--- src/hdl/mmcbm_pkg.sv ---
// Package for the multi-mode cartridge bank mapper: types, constants, ID table.
package mmcbm_pkg;

    localparam int BANK_REG_COUNT = 16;
    localparam int BANK_IDX_W     = 4;
    localparam int ID_TABLE_SIZE  = 8;

    typedef enum logic [1:0] {
        OP_CPU_WRITE = 2'd0,
        OP_CPU_READ  = 2'd1,
        OP_PAT_FETCH = 2'd2,
        OP_TICK      = 2'd3
    } opcode_t;

    typedef enum logic [2:0] {
        MODE_MMC3   = 3'd0,
        MODE_CNROM  = 3'd1,
        MODE_UNROM  = 3'd2,
        MODE_UNR512 = 3'd3,
        MODE_MMC1   = 3'd4,
        MODE_NONE   = 3'd5,
        MODE_AOROM  = 3'd6,
        MODE_CDREAM = 3'd7
    } mode_t;

    localparam logic [2:0] CFG_MODE_CONTROL = 3'd0;
    localparam logic [2:0] CFG_PRG_MASK     = 3'd1;
    localparam logic [2:0] CFG_PRG_OR       = 3'd2;
    localparam logic [2:0] CFG_PRG_OUTER    = 3'd3;
    localparam logic [2:0] CFG_CHR_CONTROL  = 3'd4;

    typedef struct packed {
        logic [1:0]  opcode;
        logic [15:0] address;
        logic [7:0]  data;
    } req_t;

    typedef struct packed {
        logic [13:0] prg_bank;
        logic [8:0]  chr_bank;
        logic        id_valid;
        logic [7:0]  id_byte;
        logic [1:0]  mirroring;
        logic        irq_level;
    } rsp_t;

    typedef struct packed {
        logic [7:0] mode_control;
        logic [7:0] prg_inner_mask;
        logic [4:0] prg_inner_or;
        logic [6:0] prg_outer_page;
        logic [7:0] chr_control;
    } cfg_t;

    // Mapper state after the current request's update, seen by the decode.
    typedef struct packed {
        logic [7:0] command_shift;
        logic [1:0] mirror_select;
        logic [BANK_REG_COUNT*8-1:0] bank_regs;
        logic       irq_pending;
        logic       id_mode;
    } map_state_t;

    function automatic logic [7:0] id_lookup(input logic [2:0] idx);
        case (idx)
            3'd0:    id_lookup = 8'hFA;
            3'd1:    id_lookup = 8'h51;
            3'd2:    id_lookup = 8'h46;
            3'd3:    id_lookup = 8'h43;
            3'd4:    id_lookup = 8'h45;
            3'd5:    id_lookup = 8'h55;
            3'd6:    id_lookup = 8'h58;
            default: id_lookup = 8'h00;
        endcase
    endfunction

endpackage

--- src/hdl/mmcbm_state.sv ---
// Mapper register file: bank registers, MMC1 shifter, scanline IRQ, flash unlock.
module mmcbm_state
    import mmcbm_pkg::*;
(
    input  logic       aclk,
    input  logic       aresetn,
    input  logic       req_fire,
    input  req_t       req,
    input  cfg_t       cfg,
    output map_state_t st_next
);

    logic [7:0] command_shift_reg, command_shift_next;
    logic [1:0] mirror_select_reg, mirror_select_next;
    logic [7:0] bank_reg [BANK_REG_COUNT];
    logic [7:0] bank_next [BANK_REG_COUNT];
    logic [7:0] scan_count_reg, scan_count_next;
    logic [7:0] scan_latch_reg, scan_latch_next;
    logic       reload_reg, reload_next;
    logic       irq_en_reg, irq_en_next;
    logic       irq_pend_reg, irq_pend_next;
    logic [1:0] unlock_reg, unlock_next;
    logic       id_mode_reg, id_mode_next;

    logic [15:0] a;
    logic [7:0]  v;
    logic [7:0]  sh;
    logic [6:0]  sh5;
    mode_t       mode;

    assign a    = req.address;
    assign v    = req.data;
    assign mode = mode_t'(cfg.mode_control[2:0]);

    always_comb begin
        command_shift_next = command_shift_reg;
        mirror_select_next = mirror_select_reg;
        for (int i = 0; i < BANK_REG_COUNT; i++) bank_next[i] = bank_reg[i];
        scan_count_next = scan_count_reg;
        scan_latch_next = scan_latch_reg;
        reload_next     = reload_reg;
        irq_en_next     = irq_en_reg;
        irq_pend_next   = irq_pend_reg;
        unlock_next     = unlock_reg;
        id_mode_next    = id_mode_reg;
        sh  = 8'd0;
        sh5 = 7'd0;

        if (opcode_t'(req.opcode) == OP_CPU_WRITE && a[15]) begin
            if (cfg.mode_control[5]) begin
                if (unlock_reg == 2'd0 && a[11:0] == 12'hAAA && v == 8'hAA)
                    unlock_next = 2'd1;
                else if (unlock_reg == 2'd1 && a[11:0] == 12'h555 && v == 8'h55)
                    unlock_next = 2'd2;
                else if (unlock_reg == 2'd2 && a[11:0] == 12'hAAA && v == 8'h90) begin
                    unlock_next  = 2'd0;
                    id_mode_next = 1'b1;
                end else if (v == 8'hF0)
                    id_mode_next = 1'b0;
            end
            case (mode)
                MODE_MMC3: begin
                    case ({a[15:13], a[0]})
                        4'b1000: command_shift_next = v;
                        4'b1001: bank_next[command_shift_reg[BANK_IDX_W-1:0]] = v;
                        4'b1010: mirror_select_next = v[1:0];
                        4'b1100: scan_latch_next = v;
                        4'b1101: reload_next = 1'b1;
                        4'b1110: begin
                            irq_pend_next = 1'b0;
                            irq_en_next   = 1'b0;
                        end
                        4'b1111: irq_en_next = 1'b1;
                        default: ;
                    endcase
                end
                MODE_MMC1: begin
                    if (v[7]) begin
                        command_shift_next = 8'h20;
                        bank_next[0] = 8'd3;
                    end else begin
                        // upper bits left over from another mode shift down too
                        sh = {1'b0, command_shift_reg[7], command_shift_reg[6] | v[0],
                              command_shift_reg[5:1]};
                        command_shift_next = sh;
                        if (sh[0]) begin
                            sh5 = sh[7:1];
                            case (a[14:13])
                                2'd0: begin
                                    mirror_select_next = sh5[1:0];
                                    bank_next[3] = {5'd0, sh[5:3]};
                                end
                                2'd1:    bank_next[0] = {1'b0, sh5};
                                2'd2:    bank_next[1] = {1'b0, sh5};
                                default: bank_next[6] = {1'b0, sh5};
                            endcase
                            command_shift_next = 8'h20;
                        end
                    end
                end
                MODE_AOROM: begin
                    bank_next[6] = {4'd0, v[3:0]};
                    mirror_select_next = v[4] ? 2'd3 : 2'd2;
                end
                MODE_UNROM: bank_next[6] = v;
                MODE_UNR512: begin
                    bank_next[6] = {3'd0, v[4:0]};
                    bank_next[0] = {6'd0, v[6:5]};
                    if (cfg.mode_control[3]) mirror_select_next = v[7] ? 2'd3 : 2'd2;
                end
                MODE_CDREAM: begin
                    bank_next[6] = {6'd0, v[1:0]};
                    bank_next[0] = {4'd0, v[7:4]};
                end
                default: bank_next[0] = {4'd0, v[3:0]};
            endcase
        end else if (opcode_t'(req.opcode) == OP_TICK) begin
            if (scan_count_reg == 8'd0 || reload_reg) begin
                scan_count_next = scan_latch_reg;
                reload_next     = 1'b0;
            end else begin
                scan_count_next = scan_count_reg - 8'd1;
            end
            if (scan_count_reg != 8'd0 && scan_count_next == 8'd0 && irq_en_reg)
                irq_pend_next = 1'b1;
        end
    end

    always_ff @(posedge aclk) begin
        if (!aresetn) begin
            command_shift_reg <= '0;
            mirror_select_reg <= '0;
            for (int i = 0; i < BANK_REG_COUNT; i++) bank_reg[i] <= '0;
            scan_count_reg <= '0;
            scan_latch_reg <= '0;
            reload_reg     <= 1'b0;
            irq_en_reg     <= 1'b0;
            irq_pend_reg   <= 1'b0;
            unlock_reg     <= '0;
            id_mode_reg    <= 1'b0;
        end else if (req_fire) begin
            command_shift_reg <= command_shift_next;
            mirror_select_reg <= mirror_select_next;
            for (int i = 0; i < BANK_REG_COUNT; i++) bank_reg[i] <= bank_next[i];
            scan_count_reg <= scan_count_next;
            scan_latch_reg <= scan_latch_next;
            reload_reg     <= reload_next;
            irq_en_reg     <= irq_en_next;
            irq_pend_reg   <= irq_pend_next;
            unlock_reg     <= unlock_next;
            id_mode_reg    <= id_mode_next;
        end
    end

    always_comb begin
        st_next.command_shift = command_shift_next;
        st_next.mirror_select = mirror_select_next;
        for (int i = 0; i < BANK_REG_COUNT; i++) st_next.bank_regs[i*8 +: 8] = bank_next[i];
        st_next.irq_pending = irq_pend_next;
        st_next.id_mode     = id_mode_next;
    end

endmodule

--- src/hdl/mmcbm_decode.sv ---
// Bank decode: PRG and CHR bank, mirroring and ID read from the updated state.
module mmcbm_decode
    import mmcbm_pkg::*;
(
    input  req_t       req,
    input  cfg_t       cfg,
    input  map_state_t st,
    output rsp_t       rsp
);

    logic [7:0]  r [BANK_REG_COUNT];
    logic [6:0]  band;
    logic [13:0] bor, fixed;
    logic [1:0]  w;
    logic [2:0]  c, half;
    logic [7:0]  cand;
    logic [8:0]  cor;
    logic [13:0] prg;
    logic [8:0]  chr;
    logic [15:0] t;
    logic [7:0]  cb;
    logic [3:0]  s;
    logic        c4;
    logic        idv;
    mode_t       mode;

    always_comb begin
        for (int i = 0; i < BANK_REG_COUNT; i++) r[i] = st.bank_regs[i*8 +: 8];
        mode  = mode_t'(cfg.mode_control[2:0]);
        c4    = cfg.mode_control[4];
        band  = {cfg.prg_inner_mask[4:0], 2'b11};
        bor   = {cfg.prg_outer_page, cfg.prg_inner_or, 2'b00};
        fixed = bor | {7'd0, band};
        w     = req.address[14:13];
        c     = req.address[12:10];
        cand  = {cfg.chr_control[6:4], 5'h1F};
        cor   = {cfg.chr_control[1], 8'd0};
        prg   = '0;
        chr   = '0;
        t     = '0;
        cb    = '0;
        s     = '0;
        half  = c;

        case (mode)
            MODE_MMC3, MODE_CNROM: begin
                // 4'hE: fixed second-last, 4'hF: fixed last
                case ({st.command_shift[6], c4, w})
                    4'b0000: s = 4'd6;  4'b0001: s = 4'd7;
                    4'b0010: s = 4'hE;  4'b0011: s = 4'hF;
                    4'b0100: s = 4'd6;  4'b0101: s = 4'd7;
                    4'b0110: s = 4'd8;  4'b0111: s = 4'd9;
                    4'b1000: s = 4'hE;  4'b1001: s = 4'd7;
                    4'b1010: s = 4'd6;  4'b1011: s = 4'hF;
                    4'b1100: s = 4'd8;  4'b1101: s = 4'd7;
                    4'b1110: s = 4'd6;  4'b1111: s = 4'd9;
                    default: s = 4'd0;
                endcase
                if (s == 4'hE)      prg = fixed & ~14'd1;
                else if (s == 4'hF) prg = fixed;
                else                prg = {7'd0, r[s][6:0] & band} | bor;
            end
            MODE_AOROM, MODE_CDREAM: begin
                t   = {6'd0, r[6], w};
                prg = {7'd0, t[6:0] & band} | bor;
            end
            MODE_UNROM, MODE_UNR512: begin
                t = {7'd0, r[6], w[0]};
                if (!w[1])       prg = {7'd0, t[6:0] & band} | bor;
                else if (!w[0])  prg = fixed & ~14'd1;
                else             prg = fixed;
            end
            MODE_MMC1: begin
                if (!r[3][1]) begin
                    t   = {7'd0, r[6][7:1], w};
                    prg = {7'd0, t[6:0] & band} | bor;
                end else if (!r[3][0]) begin
                    if (!w[1]) prg = {7'd0, {5'd0, w} & band} | bor;
                    else begin
                        t   = {7'd0, r[6], w[0]};
                        prg = {7'd0, t[6:0] & band} | bor;
                    end
                end else begin
                    t = {7'd0, r[6], w[0]};
                    if (!w[1])      prg = {7'd0, t[6:0] & band} | bor;
                    else if (!w[0]) prg = fixed & ~14'd1;
                    else            prg = fixed;
                end
            end
            default: prg = '0;
        endcase

        case (mode)
            MODE_MMC3: begin
                half = st.command_shift[7] ? (c ^ 3'd4) : c;
                if (c4) begin
                    case (half)
                        3'd0: cb = r[0];
                        3'd1: cb = r[10];
                        3'd2: cb = r[1];
                        3'd3: cb = r[11];
                        3'd4: cb = r[2];
                        3'd5: cb = r[3];
                        3'd6: cb = r[4];
                        default: cb = r[5];
                    endcase
                    chr = {1'b0, cb & cand} | cor;
                end else if (!half[2]) begin
                    cb  = half[1] ? r[1] : r[0];
                    chr = (({1'b0, cb & cand} | cor) & ~9'd1) | {8'd0, half[0]};
                end else begin
                    case (half[1:0])
                        2'd0: cb = r[2];
                        2'd1: cb = r[3];
                        2'd2: cb = r[4];
                        default: cb = r[5];
                    endcase
                    chr = {1'b0, cb & cand} | cor;
                end
            end
            MODE_CNROM, MODE_UNR512, MODE_CDREAM: begin
                cb  = {r[0][4:0], c};
                chr = {1'b0, cb & cand} | cor;
            end
            MODE_MMC1: begin
                if (!r[3][2]) cb = {r[0][5:1], 1'b0, 2'b00} | {5'd0, c};
                else begin
                    cb = c[2] ? {r[1][5:0], 2'b00} : {r[0][5:0], 2'b00};
                    cb = cb | {6'd0, c[1:0]};
                end
                chr = {1'b0, cb & cand} | cor;
            end
            MODE_NONE: chr = '0;
            default:   chr = {1'b0, {5'd0, c} & cand} | cor;
        endcase

        idv = opcode_t'(req.opcode) == OP_CPU_READ && req.address[15] && st.id_mode;

        rsp.prg_bank = prg;
        rsp.chr_bank = chr;
        rsp.id_valid = idv;
        rsp.id_byte  = idv ? id_lookup(req.address[2:0]) : 8'd0;
        if (mode == MODE_MMC1)           rsp.mirroring = st.mirror_select ^ 2'd2;
        else if (!cfg.mode_control[3])   rsp.mirroring = {1'b0, st.mirror_select[0]};
        else                             rsp.mirroring = st.mirror_select;
        rsp.irq_level = st.irq_pending;
    end

endmodule

--- src/hdl/multi_mode_cartridge_bank_mapper_top.sv ---
// Top level of the multi-mode cartridge bank mapper.
//  channel | dir | handshake              | payload
//  s_      | in  | s_valid / s_ready      | s_data  (req_t)
//  m_      | out | m_valid / m_ready      | m_data  (rsp_t)
//  cfg     | in  | cfg_valid / cfg_ready  | cfg_index, cfg_data
// One request per cycle unless m_ready stalls; the result appears in the next cycle.
// The state update and bank decode are combinational from the request input to the result register.
// s_ready is low only while a result is held by a stalled m_ready.
// Synchronous active-low reset clears all mapper state and the config registers, but sets prg_inner_mask to 7.
module multi_mode_cartridge_bank_mapper_top
    import mmcbm_pkg::*;
(
    input  logic       aclk,
    input  logic       aresetn,
    input  logic       s_valid,
    output logic       s_ready,
    input  req_t       s_data,
    output logic       m_valid,
    input  logic       m_ready,
    output rsp_t       m_data,
    input  logic       cfg_valid,
    output logic       cfg_ready,
    input  logic [2:0] cfg_index,
    input  logic [7:0] cfg_data
);

    cfg_t       cfg_reg;
    logic       m_valid_reg;
    rsp_t       m_data_reg;
    logic       fire;
    map_state_t st_next;
    rsp_t       rsp;

    assign s_ready   = !m_valid_reg || m_ready;
    assign fire      = s_valid && s_ready;
    assign cfg_ready = 1'b1;
    assign m_valid   = m_valid_reg;
    assign m_data    = m_data_reg;

    always_ff @(posedge aclk) begin
        if (!aresetn) begin
            cfg_reg.mode_control   <= 8'd0;
            cfg_reg.prg_inner_mask <= 8'd7;
            cfg_reg.prg_inner_or   <= 5'd0;
            cfg_reg.prg_outer_page <= 7'd0;
            cfg_reg.chr_control    <= 8'd0;
        end else if (cfg_valid) begin
            case (cfg_index)
                CFG_MODE_CONTROL: cfg_reg.mode_control   <= cfg_data;
                CFG_PRG_MASK:     cfg_reg.prg_inner_mask <= cfg_data;
                CFG_PRG_OR:       cfg_reg.prg_inner_or   <= cfg_data[4:0];
                CFG_PRG_OUTER:    cfg_reg.prg_outer_page <= cfg_data[6:0];
                CFG_CHR_CONTROL:  cfg_reg.chr_control    <= cfg_data;
                default: ;
            endcase
        end
    end

    mmcbm_state u_state (
        .aclk    (aclk),
        .aresetn (aresetn),
        .req_fire(fire),
        .req     (s_data),
        .cfg     (cfg_reg),
        .st_next (st_next)
    );

    mmcbm_decode u_decode (
        .req(s_data),
        .cfg(cfg_reg),
        .st (st_next),
        .rsp(rsp)
    );

    always_ff @(posedge aclk) begin
        if (!aresetn) begin
            m_valid_reg <= 1'b0;
        end else if (s_ready) begin
            m_valid_reg <= s_valid;
        end
    end

    always_ff @(posedge aclk) begin
        if (fire) begin
            m_data_reg <= rsp;
        end
    end

endmodule

--- config.mk ---
export PLATFORM = sky130hd
export DESIGN_NAME = multi_mode_cartridge_bank_mapper_top
export DESIGN_NICKNAME = d
export VERILOG_FILES = /design/src/hdl/mmcbm_pkg.sv /design/src/hdl/mmcbm_state.sv /design/src/hdl/mmcbm_decode.sv /design/src/hdl/multi_mode_cartridge_bank_mapper_top.sv
export SDC_FILE = /design/constraint.sdc
export NUM_CORES = 1
export LEC_CHECK = 0
export BUFFER_PORTS_ARGS = -buffer_cell sky130_fd_sc_hd__buf_2
export CAP_MARGIN = 20
export CORE_MARGIN = 4
export CORE_UTILIZATION = 31
export DETAILED_ROUTE_END_ITERATION = 8
export PLACE_DENSITY_LB_ADDON = 0.08
export SYNTH_ARGS = -nofsm -noshare
export SYNTH_HDL_FRONTEND = slang
export SYNTH_SLANG_ARGS = --single-unit
export TNS_END_PERCENT = 30
--- constraint.sdc ---
create_clock -name aclk -period 6.6 [get_ports aclk]
set_input_delay 0.99 -clock aclk [delete_from_list [all_inputs] [get_ports aclk]]
set_output_delay 0.99 -clock aclk [all_outputs]
set_load 0.01 [all_outputs]
# [After elaboration in Yosys (flattened, before gate mapping)]
# Memory sizes are Yosys's and may differ from the RTL's.
# Cells that the tools add are included.
[word_totals] ram_bits=128 rom_bits=64 register_bits=98 output_inout_bits=38 n_memories=2
[mem_list] name="u_state.bank_reg" words=16 width=8 rd=16 rd_ports_with_merged_regs=0 wr=16 line="mmcbm_state.sv:15" text="logic [7:0] bank_reg [BANK_REG_COUNT];"
[mem_list] name="(no name shown)" words=16 width=4 rd=1 rd_ports_with_merged_regs=0 wr=0 line="mmcbm_decode.sv:48" text="case ({st.command_shift[6], c4, w})"
[classes] addsub=1 n_reduce_logical=49 n_eq_ne=49 n_bitwise=48 n_lt_le_gt_ge=3 mux=110
[op_table] operator="8-bit two-way mux" count=43
[op_table] operator="128-bit two-way mux" count=2
[op_table] operator="128-bit bitwise mux" count=1
[op_table] operator="8-bit case mux with 7 select lines" count=2
[op_table] operator="14-bit two-way mux" count=6
[op_table] operator="72-bit two-way mux" count=1
[op_table] operator="7-bit by 14-bit bitwise OR with 14-bit output" count=5
[op_table] operator="14-bit case mux with 4 select lines" count=1
[op_table] operator="8-bit by 9-bit bitwise OR with 9-bit output" count=6
[op_table] operator="8-bit case mux with 2 select lines" count=3
[op_table] operator="8-bit case mux with 6 select lines" count=1
[op_table] operator="8-bit bitwise AND" count=5
[op_table] operator="8-bit case mux with 5 select lines" count=1
[op_table] operator="4-bit equality test (second input constant)" count=9
[op_table] operator="9-bit case mux with 4 select lines" count=1
[op_table] operator="3-bit equality test (second input constant)" count=11
[op_table] operator="8-bit binary-select mux with 4-bit select" count=1
[op_table] operator="8-bit demux with 4-bit select" count=1
[op_table] operator="16-bit two-way mux" count=2
[op_table] operator="7-bit bitwise AND" count=4
[op_table] operator="3-bit by 2-bit equality test with 1-bit output (second input constant)" count=8
[op_table] operator="8-bit equality test (second input constant)" count=3
[op_table] operator="8-bit case mux with 3 select lines" count=1
[op_table] operator="1-bit two-way mux" count=23
[op_table] operator="other kinds (42)" count=119

# [Logic depth before layout (Yosys ltp)]
# Gate-level depths: netlist of the first run.
[logic_depth] depth_word=18 ltp_mapped=12 ltp_nobuf=10

# [Modules after synthesis]
# Synthesis of the first run repeated with hierarchy kept, for this count alone.
[unflattened] cells_unflattened=1362 hier_area_um2=14072.2
[modules_own_cells] module="mmcbm_state" seq_area_each_um2=4484.3 cells_per_inst=862 n_inst=1 area_each_um2=9534.1
[modules_own_cells] module="multi_mode_cartridge_bank_mapper_top" seq_area_each_um2=1791.7 cells_per_inst=176 n_inst=1 area_each_um2=2479.9
[modules_own_cells] module="mmcbm_decode" seq_area_each_um2=0.0 cells_per_inst=324 n_inst=1 area_each_um2=2058.2

# [Worst setup path after synthesis of the first run]
# OpenSTA, ideal clock, no wires.
[synth_timing] path_kind="input to register" start="input port aresetn" end="memory u_state.bank_reg[0][0] (enable)" arrival_time_ns=3.060 setup_time_ns=0.880 n_path_buf=2 t_required_ns=5.720 stages=3 path_slack_ns=2.660 cell_sequence="clkbuf_1 -> clkbuf_1 -> nand2_1"
[synth_lines] element="start: declaration" line="multi_mode_cartridge_bank_mapper_top.sv:14" text="input logic aresetn,"
[synth_lines] element="end: declaration" line="mmcbm_state.sv:15"

==> impl_metrics.tcl, run 1 <==
set metrics [dict create \
    n_fill_cell 3769 \
    yosys-top-cells-count "nor2_1, edfxtp_1, mux2i_1, nand2_1, a21oi_1" \
    clk_latency_ps 460 \
    synthArstFlopShare 0 \
    p_int_mw 1.98 \
    wl_met1_um 19300 \
    max_freq_mhz 239 \
    grt_overflow 0 \
    seqPwrFrac 0.488 \
    n_antenna_cell 0 \
    period_needed_ps 4180 \
    setup_viol 0 \
    ys_warn_count 0 \
    hold_viol_final 0 \
    p_comb_frac 0.138 \
    synthMuxAreaShare 0.101 \
    hold_path_class "flop to flop" \
    cp-end-kind "flop" \
    drv_slew 0 \
    postCtsSetupBuffers 0 \
    grtUsageTotal 0.196 \
    multi_input_area_um2 6100 \
    clock_sinks 186 \
    drv_cap 0 \
    drc 0 \
    fin_util 0.351 \
    largest_reg_flops 92 \
    synth_top_family_by_area "simple AND/OR/NAND/NOR gates" \
    crit_arrival_ps 4390 \
    postSynthCellCount 1246 \
    firstDrtPassIters 8 \
    synth.area.top_cells "edfxtp_1, dfxtp_1, mux2i_1" \
    cts_tree "built" \
    grt_pass1_vias 9527 \
    drt_iter0_drc 719 \
    power_density_nw_per_um2 212 \
    dr_wl_met3_um 1900 \
    grt_antenna_before_repair 1 \
    synth_nets 1299 \
    h-tree-depth 4 \
    regArea_um2 4980 \
    ant_nets 0 \
    portBuffers 77 \
    hpwl_um 27500 \
    grt_max_degree 58 \
    die_w_um 201 \
    cp_max_fo 21 \
    synth-edff-count 126 \
    wl_met2_um 18300 \
    nNetsFinal 1315 \
    synthAdderAreaFrac 0.0119 \
    routed.top_layer "met4" \
    holdBufCountCts 0 \
    path_clk_slew_ps 70 \
    yosysSeqAreaShare 0.431 \
    gp_congestion 0.882 \
    critical_path_class "input port to flop" \
    finalWirelength_um 40400 \
    start_util 0.316 \
    switching_share 0.276 \
    vias 9765 \
    synth_flop_cell "edfxtp_1" \
    yosys.area_share.simple 0.224 \
    die_h_um 201 \
    yosysTopAreaCell "edfxtp_1" \
    cts_resized 0 \
    cts_buffers 17 \
    tns_ps 0 \
    max_slew_margin 0.352 \
    io_pins 80 \
    synth_compound_area_frac 0.182 \
    p_sw_uw 753 \
    num_rows 70 \
    postSynthAreaPerCell_um2 9.29 \
    drive_gt1_frac 0.133 \
    avgViaCountPerCell 5.60 \
    synth_top_area_frac 0.327 \
    rsz0062_at_grt "false" \
    syn_area_um2 11600 \
    ys_types 91 \
    cts_buffer_depth 2 \
    grt_pass1_wl_um 61700 \
    core_um2 36700 \
    dieArea_um2 40500 \
    status "finished clean" \
    fin_skew_ps 8.73 \
    timing.final.crit_share 0.633 \
    wire_per_inst_um 23.2 \
    p_clk_frac 0.373 \
    critPathLaunchType "input port" \
    clock-root-buffer "clkbuf_16" \
    area_growth_pct 11.1 \
    synth-xor-area-share 0.00681 \
    cp_data_required_time_ps 6820 \
    p_leak_nw 4.79 \
    synth_seq_cells 186 \
    worst_pin_slew_ps 968 \
    ir_drop_mv 0.177 \
    yosysMostFrequentCell "nor2_1" \
]
## placed cells by master, fill, tap and decap left out, types with 7 or more instances in the layout
cell,n
nor2_1,145
edfxtp_1,126
mux2i_1,100
nand2_1,86
a21oi_1,81
buf_2,77
nor2b_1,71
dfxtp_1,60
o21ai_0,55
nand3_1,35
nor3_1,23
and2_1,23
buf_4,21
clkbuf_16,19
inv_1,16
nand4_1,16
a22oi_1,15
mux2_2,15
a211oi_1,14
nor4_1,13
o211ai_1,12
a31oi_1,12
nand2b_1,11
ha_1,11
o21a_1,10
a221oi_1,10
nor3b_1,8
xnor2_1,7
or3_1,7
a21boi_0,7
o22ai_1,7
## final cells by class
| type | instances | area share |
|---|---|---|
| Clock inverter | 9 | 0.00467 |
| Inverter | 21 | 0.00613 |
| Timing Repair Buffer | 98 | 0.0422 |
| Sequential cell | 186 | 0.387 |
| Multi-Input combinational cell | 938 | 0.474 |
| Tap cell | 468 | 0.0455 |
| Clock buffer | 23 | 0.0397 |
## logic make-up (layout without fill, tap and decap cells)
| kind of cell | after synthesis | after routing |
|---|---|---|
| other | 1 | 1 |
| muxes | 115 | 115 |
| and+or+nand+nor | 492 | 492 |
| xor gates and xnor gates | 9 | 9 |
| DFF | 186 | 186 |
| buffers and inverters | 122 | 151 |
| AOI/OAI and AO/OA | 310 | 310 |
| adders and majority gates | 11 | 11 |
## path summary, 6_finish.rpt
kind / endpoint / start / cells past startpoint / slack [ps]
setup / recovery: m_data[19]$_DFFE_PP_ / s_data[7] / 9 / 2420
hold / removal: cfg_reg[21]$_SDFFE_PN1P_ / cfg_reg[21]$_SDFFE_PN1P_ / 2 / 500
setup reg to reg: m_data[19]$_DFFE_PP_ / cfg_reg[29]$_SDFFE_PN0P_ / 9 / 2750
hold reg to reg: cfg_reg[21]$_SDFFE_PN1P_ / cfg_reg[21]$_SDFFE_PN1P_ / 2 / 500
## per-stage QoR
stage	power, mW	cells	instance area [um2]	setup slack (ps)	hold WS, ps
finish	2.73	1743	12900	2420	501
global route	2.85	1743	12900	2210	518
CTS	2.77	1743	12900	2430	501
detailed placement	1.74	1711	12300	1960	474
global placement	1.74	1711	12300	1970	470
floorplan	1.60	1246	11600	2660	442
## power groups by stage
stage               clock (mW)  combinational, mW  sequential (mW)
finish                    1.02              0.377             1.34
global route              1.09              0.415             1.34
CTS                       1.05              0.380             1.34
detailed placement           0              0.379             1.36
global placement             0              0.381             1.36
floorplan                    0              0.237             1.37
## worst max-delay path, cell delays in order
cell,delay [ps]
buf_2,350
clkinv_1,530
nor4_1,640
a211o_1,240
and2_1,660
mux2_2,410
o32ai_1,110
a21oi_1,80
o41ai_2,360
## metal layers
| metal | track usage | vias to the layer above |
|---|---|---|
| li1 | - | 4673 |
| met1 | 0.287 | 4760 |
| met2 | 0.305 | 284 |
| met3 | 0.0251 | 48 |
| met4 | 0.0583 | 0 |
| met5 | 0 | - |
(Power assumes the default switching activity.)
==> run 2, diff against run 1 <==
- clock period: 6.6 -> 3.8 ns (I/O delays scaled with it)
==> run 2 against run 1 <==
- total power grew 78%
- combinational power up 87%
- register-to-register slack got worse by 2200 ps
- first-iteration DRC count rose by 25%
- largest cell class unchanged
- critical path type is now flop to flop
- sequential power up 73%
- critical path depth decreased by 1
- flip-flop and latch count unchanged
- sequential share of layout area fell by 1.5 points
- global-route usage up 0.80 points
- worst hold slack got worse by 120 ps
- non-clock buffer count up 62
- worst setup slack worse by 1800 ps
==> impl_metrics.tcl, run 2 (same netlist as run 1, synthesis figures left out) <==
set metrics [dict create \
    path_depth 8 \
    drc 0 \
    final_common_cell "nor2_1" \
    hold_start "s_valid" \
    wire_per_inst_um 23.4 \
    cp_max_fo 16 \
    cpPeakStageDelay_ps 720 \
    h-tree-depth 4 \
    firstDrtPassIters 5 \
    path_clk_slew_ps 70 \
    core_um2 36700 \
    grt_max_degree 69 \
    path_delay_family "compound AO/OA/AOI/OAI gates" \
    io_pins 80 \
    drv_slew 0 \
    clock_sinks 186 \
    grtUsageTotal 0.204 \
    rr_startpoint "u_state.command_shift_reg[1]$_SDFFE_PN0P_" \
    gp_congestion 0.887 \
    holdBufCountCts 0 \
    die_h_um 201 \
    postPlaceCellArea_um2 12800 \
    clk_latency_ps 450 \
    max_slew_margin 0.348 \
    area_growth_pct 15.7 \
    switching_share 0.276 \
    reg2reg_to "m_data[15]$_DFFE_PP_" \
    nNetsFinal 1377 \
    crit_start "u_state.command_shift_reg[1]$_SDFFE_PN0P_" \
    drive_gt1_frac 0.173 \
    cts_buffer_depth 2 \
    crit_slowest_cell "dfxtp_1" \
    critPathLaunchType "flop" \
    fin_area_um2 13400 \
    largest_reg_flops 92 \
    rr_worst_depth 8 \
    worst_pin_slew_ps 974 \
    p_comb_frac 0.145 \
    p_clk_frac 0.377 \
    status "finished clean" \
    rsz0062_at_grt "false" \
    grt_overflow 0 \
    cts_buffers 17 \
    num_rows 70 \
    finalWirelength_um 42200 \
    p_sw_mw 1.34 \
    n_fill_cell 3759 \
    cp-end-kind "flop" \
    seqPwrFrac 0.477 \
    max_freq_mhz 311 \
    p_leak_nw 5.12 \
    cts_resized 0 \
    multi_input_area_um2 6100 \
    ant_nets 0 \
    vias 10176 \
    grt_antenna_before_repair 0 \
    timing.final.crit_share 0.845 \
    period_needed_ps 3210 \
    most-common-layout-cells "nor2_1, edfxtp_1, mux2i_1" \
    critPathBufInv 0 \
    critical_path_class "flop to flop" \
    crit_arrival_ps 3390 \
    hold_path_class "input port to flop" \
    hold_viol_final 0 \
    dieArea_um2 40500 \
    avgViaCountPerCell 5.64 \
    crit_chain "nor2_1 > nand3_1 > mux2_2 > a2111oi_0 > or3_1 > mux2i_1 > a211oi_1 > o221ai_1" \
    grt_pass1_vias 9926 \
    rrSetupSlack_ps 590 \
    fin_skew_ps 13.0 \
    ir_drop_mv 0.295 \
    drt_iter0_drc 902 \
    endpoint "m_data[15]$_DFFE_PP_" \
    p_int_mw 3.52 \
    die_w_um 201 \
    grt_pass1_wl_um 63700 \
    power_density_nw_per_um2 363 \
    n_antenna_cell 0 \
    hpwl_um 29700 \
    start_util 0.316 \
    cts_tree "built" \
    cp_data_required_time_ps 3980 \
    tns_ps 0 \
    clock-root-buffer "clkbuf_16" \
    regArea_um2 4980 \
    setup_viol 0 \
    drv_cap 0 \
    postCtsSetupBuffers 0 \
    portBuffers 77 \
]
## run 2: changes by cell type in the layout (fill, tap and decap cells not counted), sizes merged
cell,before,now
clkinv,9,6
buf,98,160
clkbuf,23,26
clkinvlp,3,0
inv,18,21
## run 2: final cells by class
| cell class | count | share of cell area |
|---|---|---|
| sequential | 186 | 0.372 |
| tap | 468 | 0.0437 |
| multi-input combinational | 938 | 0.456 |
| clock inverter | 6 | 0.00355 |
| clock buffer | 26 | 0.0404 |
| inverter | 21 | 0.00588 |
| timing repair buffer | 160 | 0.0790 |
## run 2: worst reg2reg max path: stages, from the launching register on
cell       delay (ps)
dfxtp_1           720
nor2_1            240
nand3_1           290
mux2_2            370
a2111oi_0         500
or3_1             300
mux2i_1           110
a211oi_1          250
o221ai_1          150
## run 2: worst min path at each step
stage / to / slack [ps] / depth (start not counted)
5_1_grt: m_valid$_SDFFE_PN0N_ / 390 / 3
4_1_cts: m_valid$_SDFFE_PN0N_ / 350 / 3
3_5_place_dp: cfg_reg[20]$_SDFFE_PN1P_ / 470 / 2
2_1_floorplan: cfg_reg[20]$_SDFFE_PN1P_ / 440 / 2
6_report: m_valid$_SDFFE_PN0N_ / 380 / 3
3_3_place_gp: cfg_reg[20]$_SDFFE_PN1P_ / 470 / 2
## run 2: metal layers
layer  GRT usage  vias up  routed length, um
li1            -     4805                  -
met1       0.290     5022              20000
met2       0.320      294              18800
met3      0.0384       55               2270
met4      0.0579        0               1010
met5           0        -                  0
## run 2: through the flow
step           setup slack (ps)   util  std cells  hold WS [ps]  power (mW)
3_5_place_dp                274  0.349       1773           472        3.07
5_1_grt                     396  0.365       1805           390        5.06
2_1_floorplan               280      -       1246           442        2.78
6_report                    589  0.365       1805           378        4.87
4_1_cts                     589  0.365       1805           354        4.92
3_3_place_gp                293  0.349       1773           468        3.07
## run 2: power groups by stage
stage	sequential, mW	combinational, mW	clock (mW)
2_1_floorplan	2.37	0.411	0
3_3_place_gp	2.37	0.706	0
3_5_place_dp	2.37	0.705	0
4_1_cts	2.32	0.709	1.89
5_1_grt	2.33	0.770	1.96
6_report	2.32	0.706	1.84
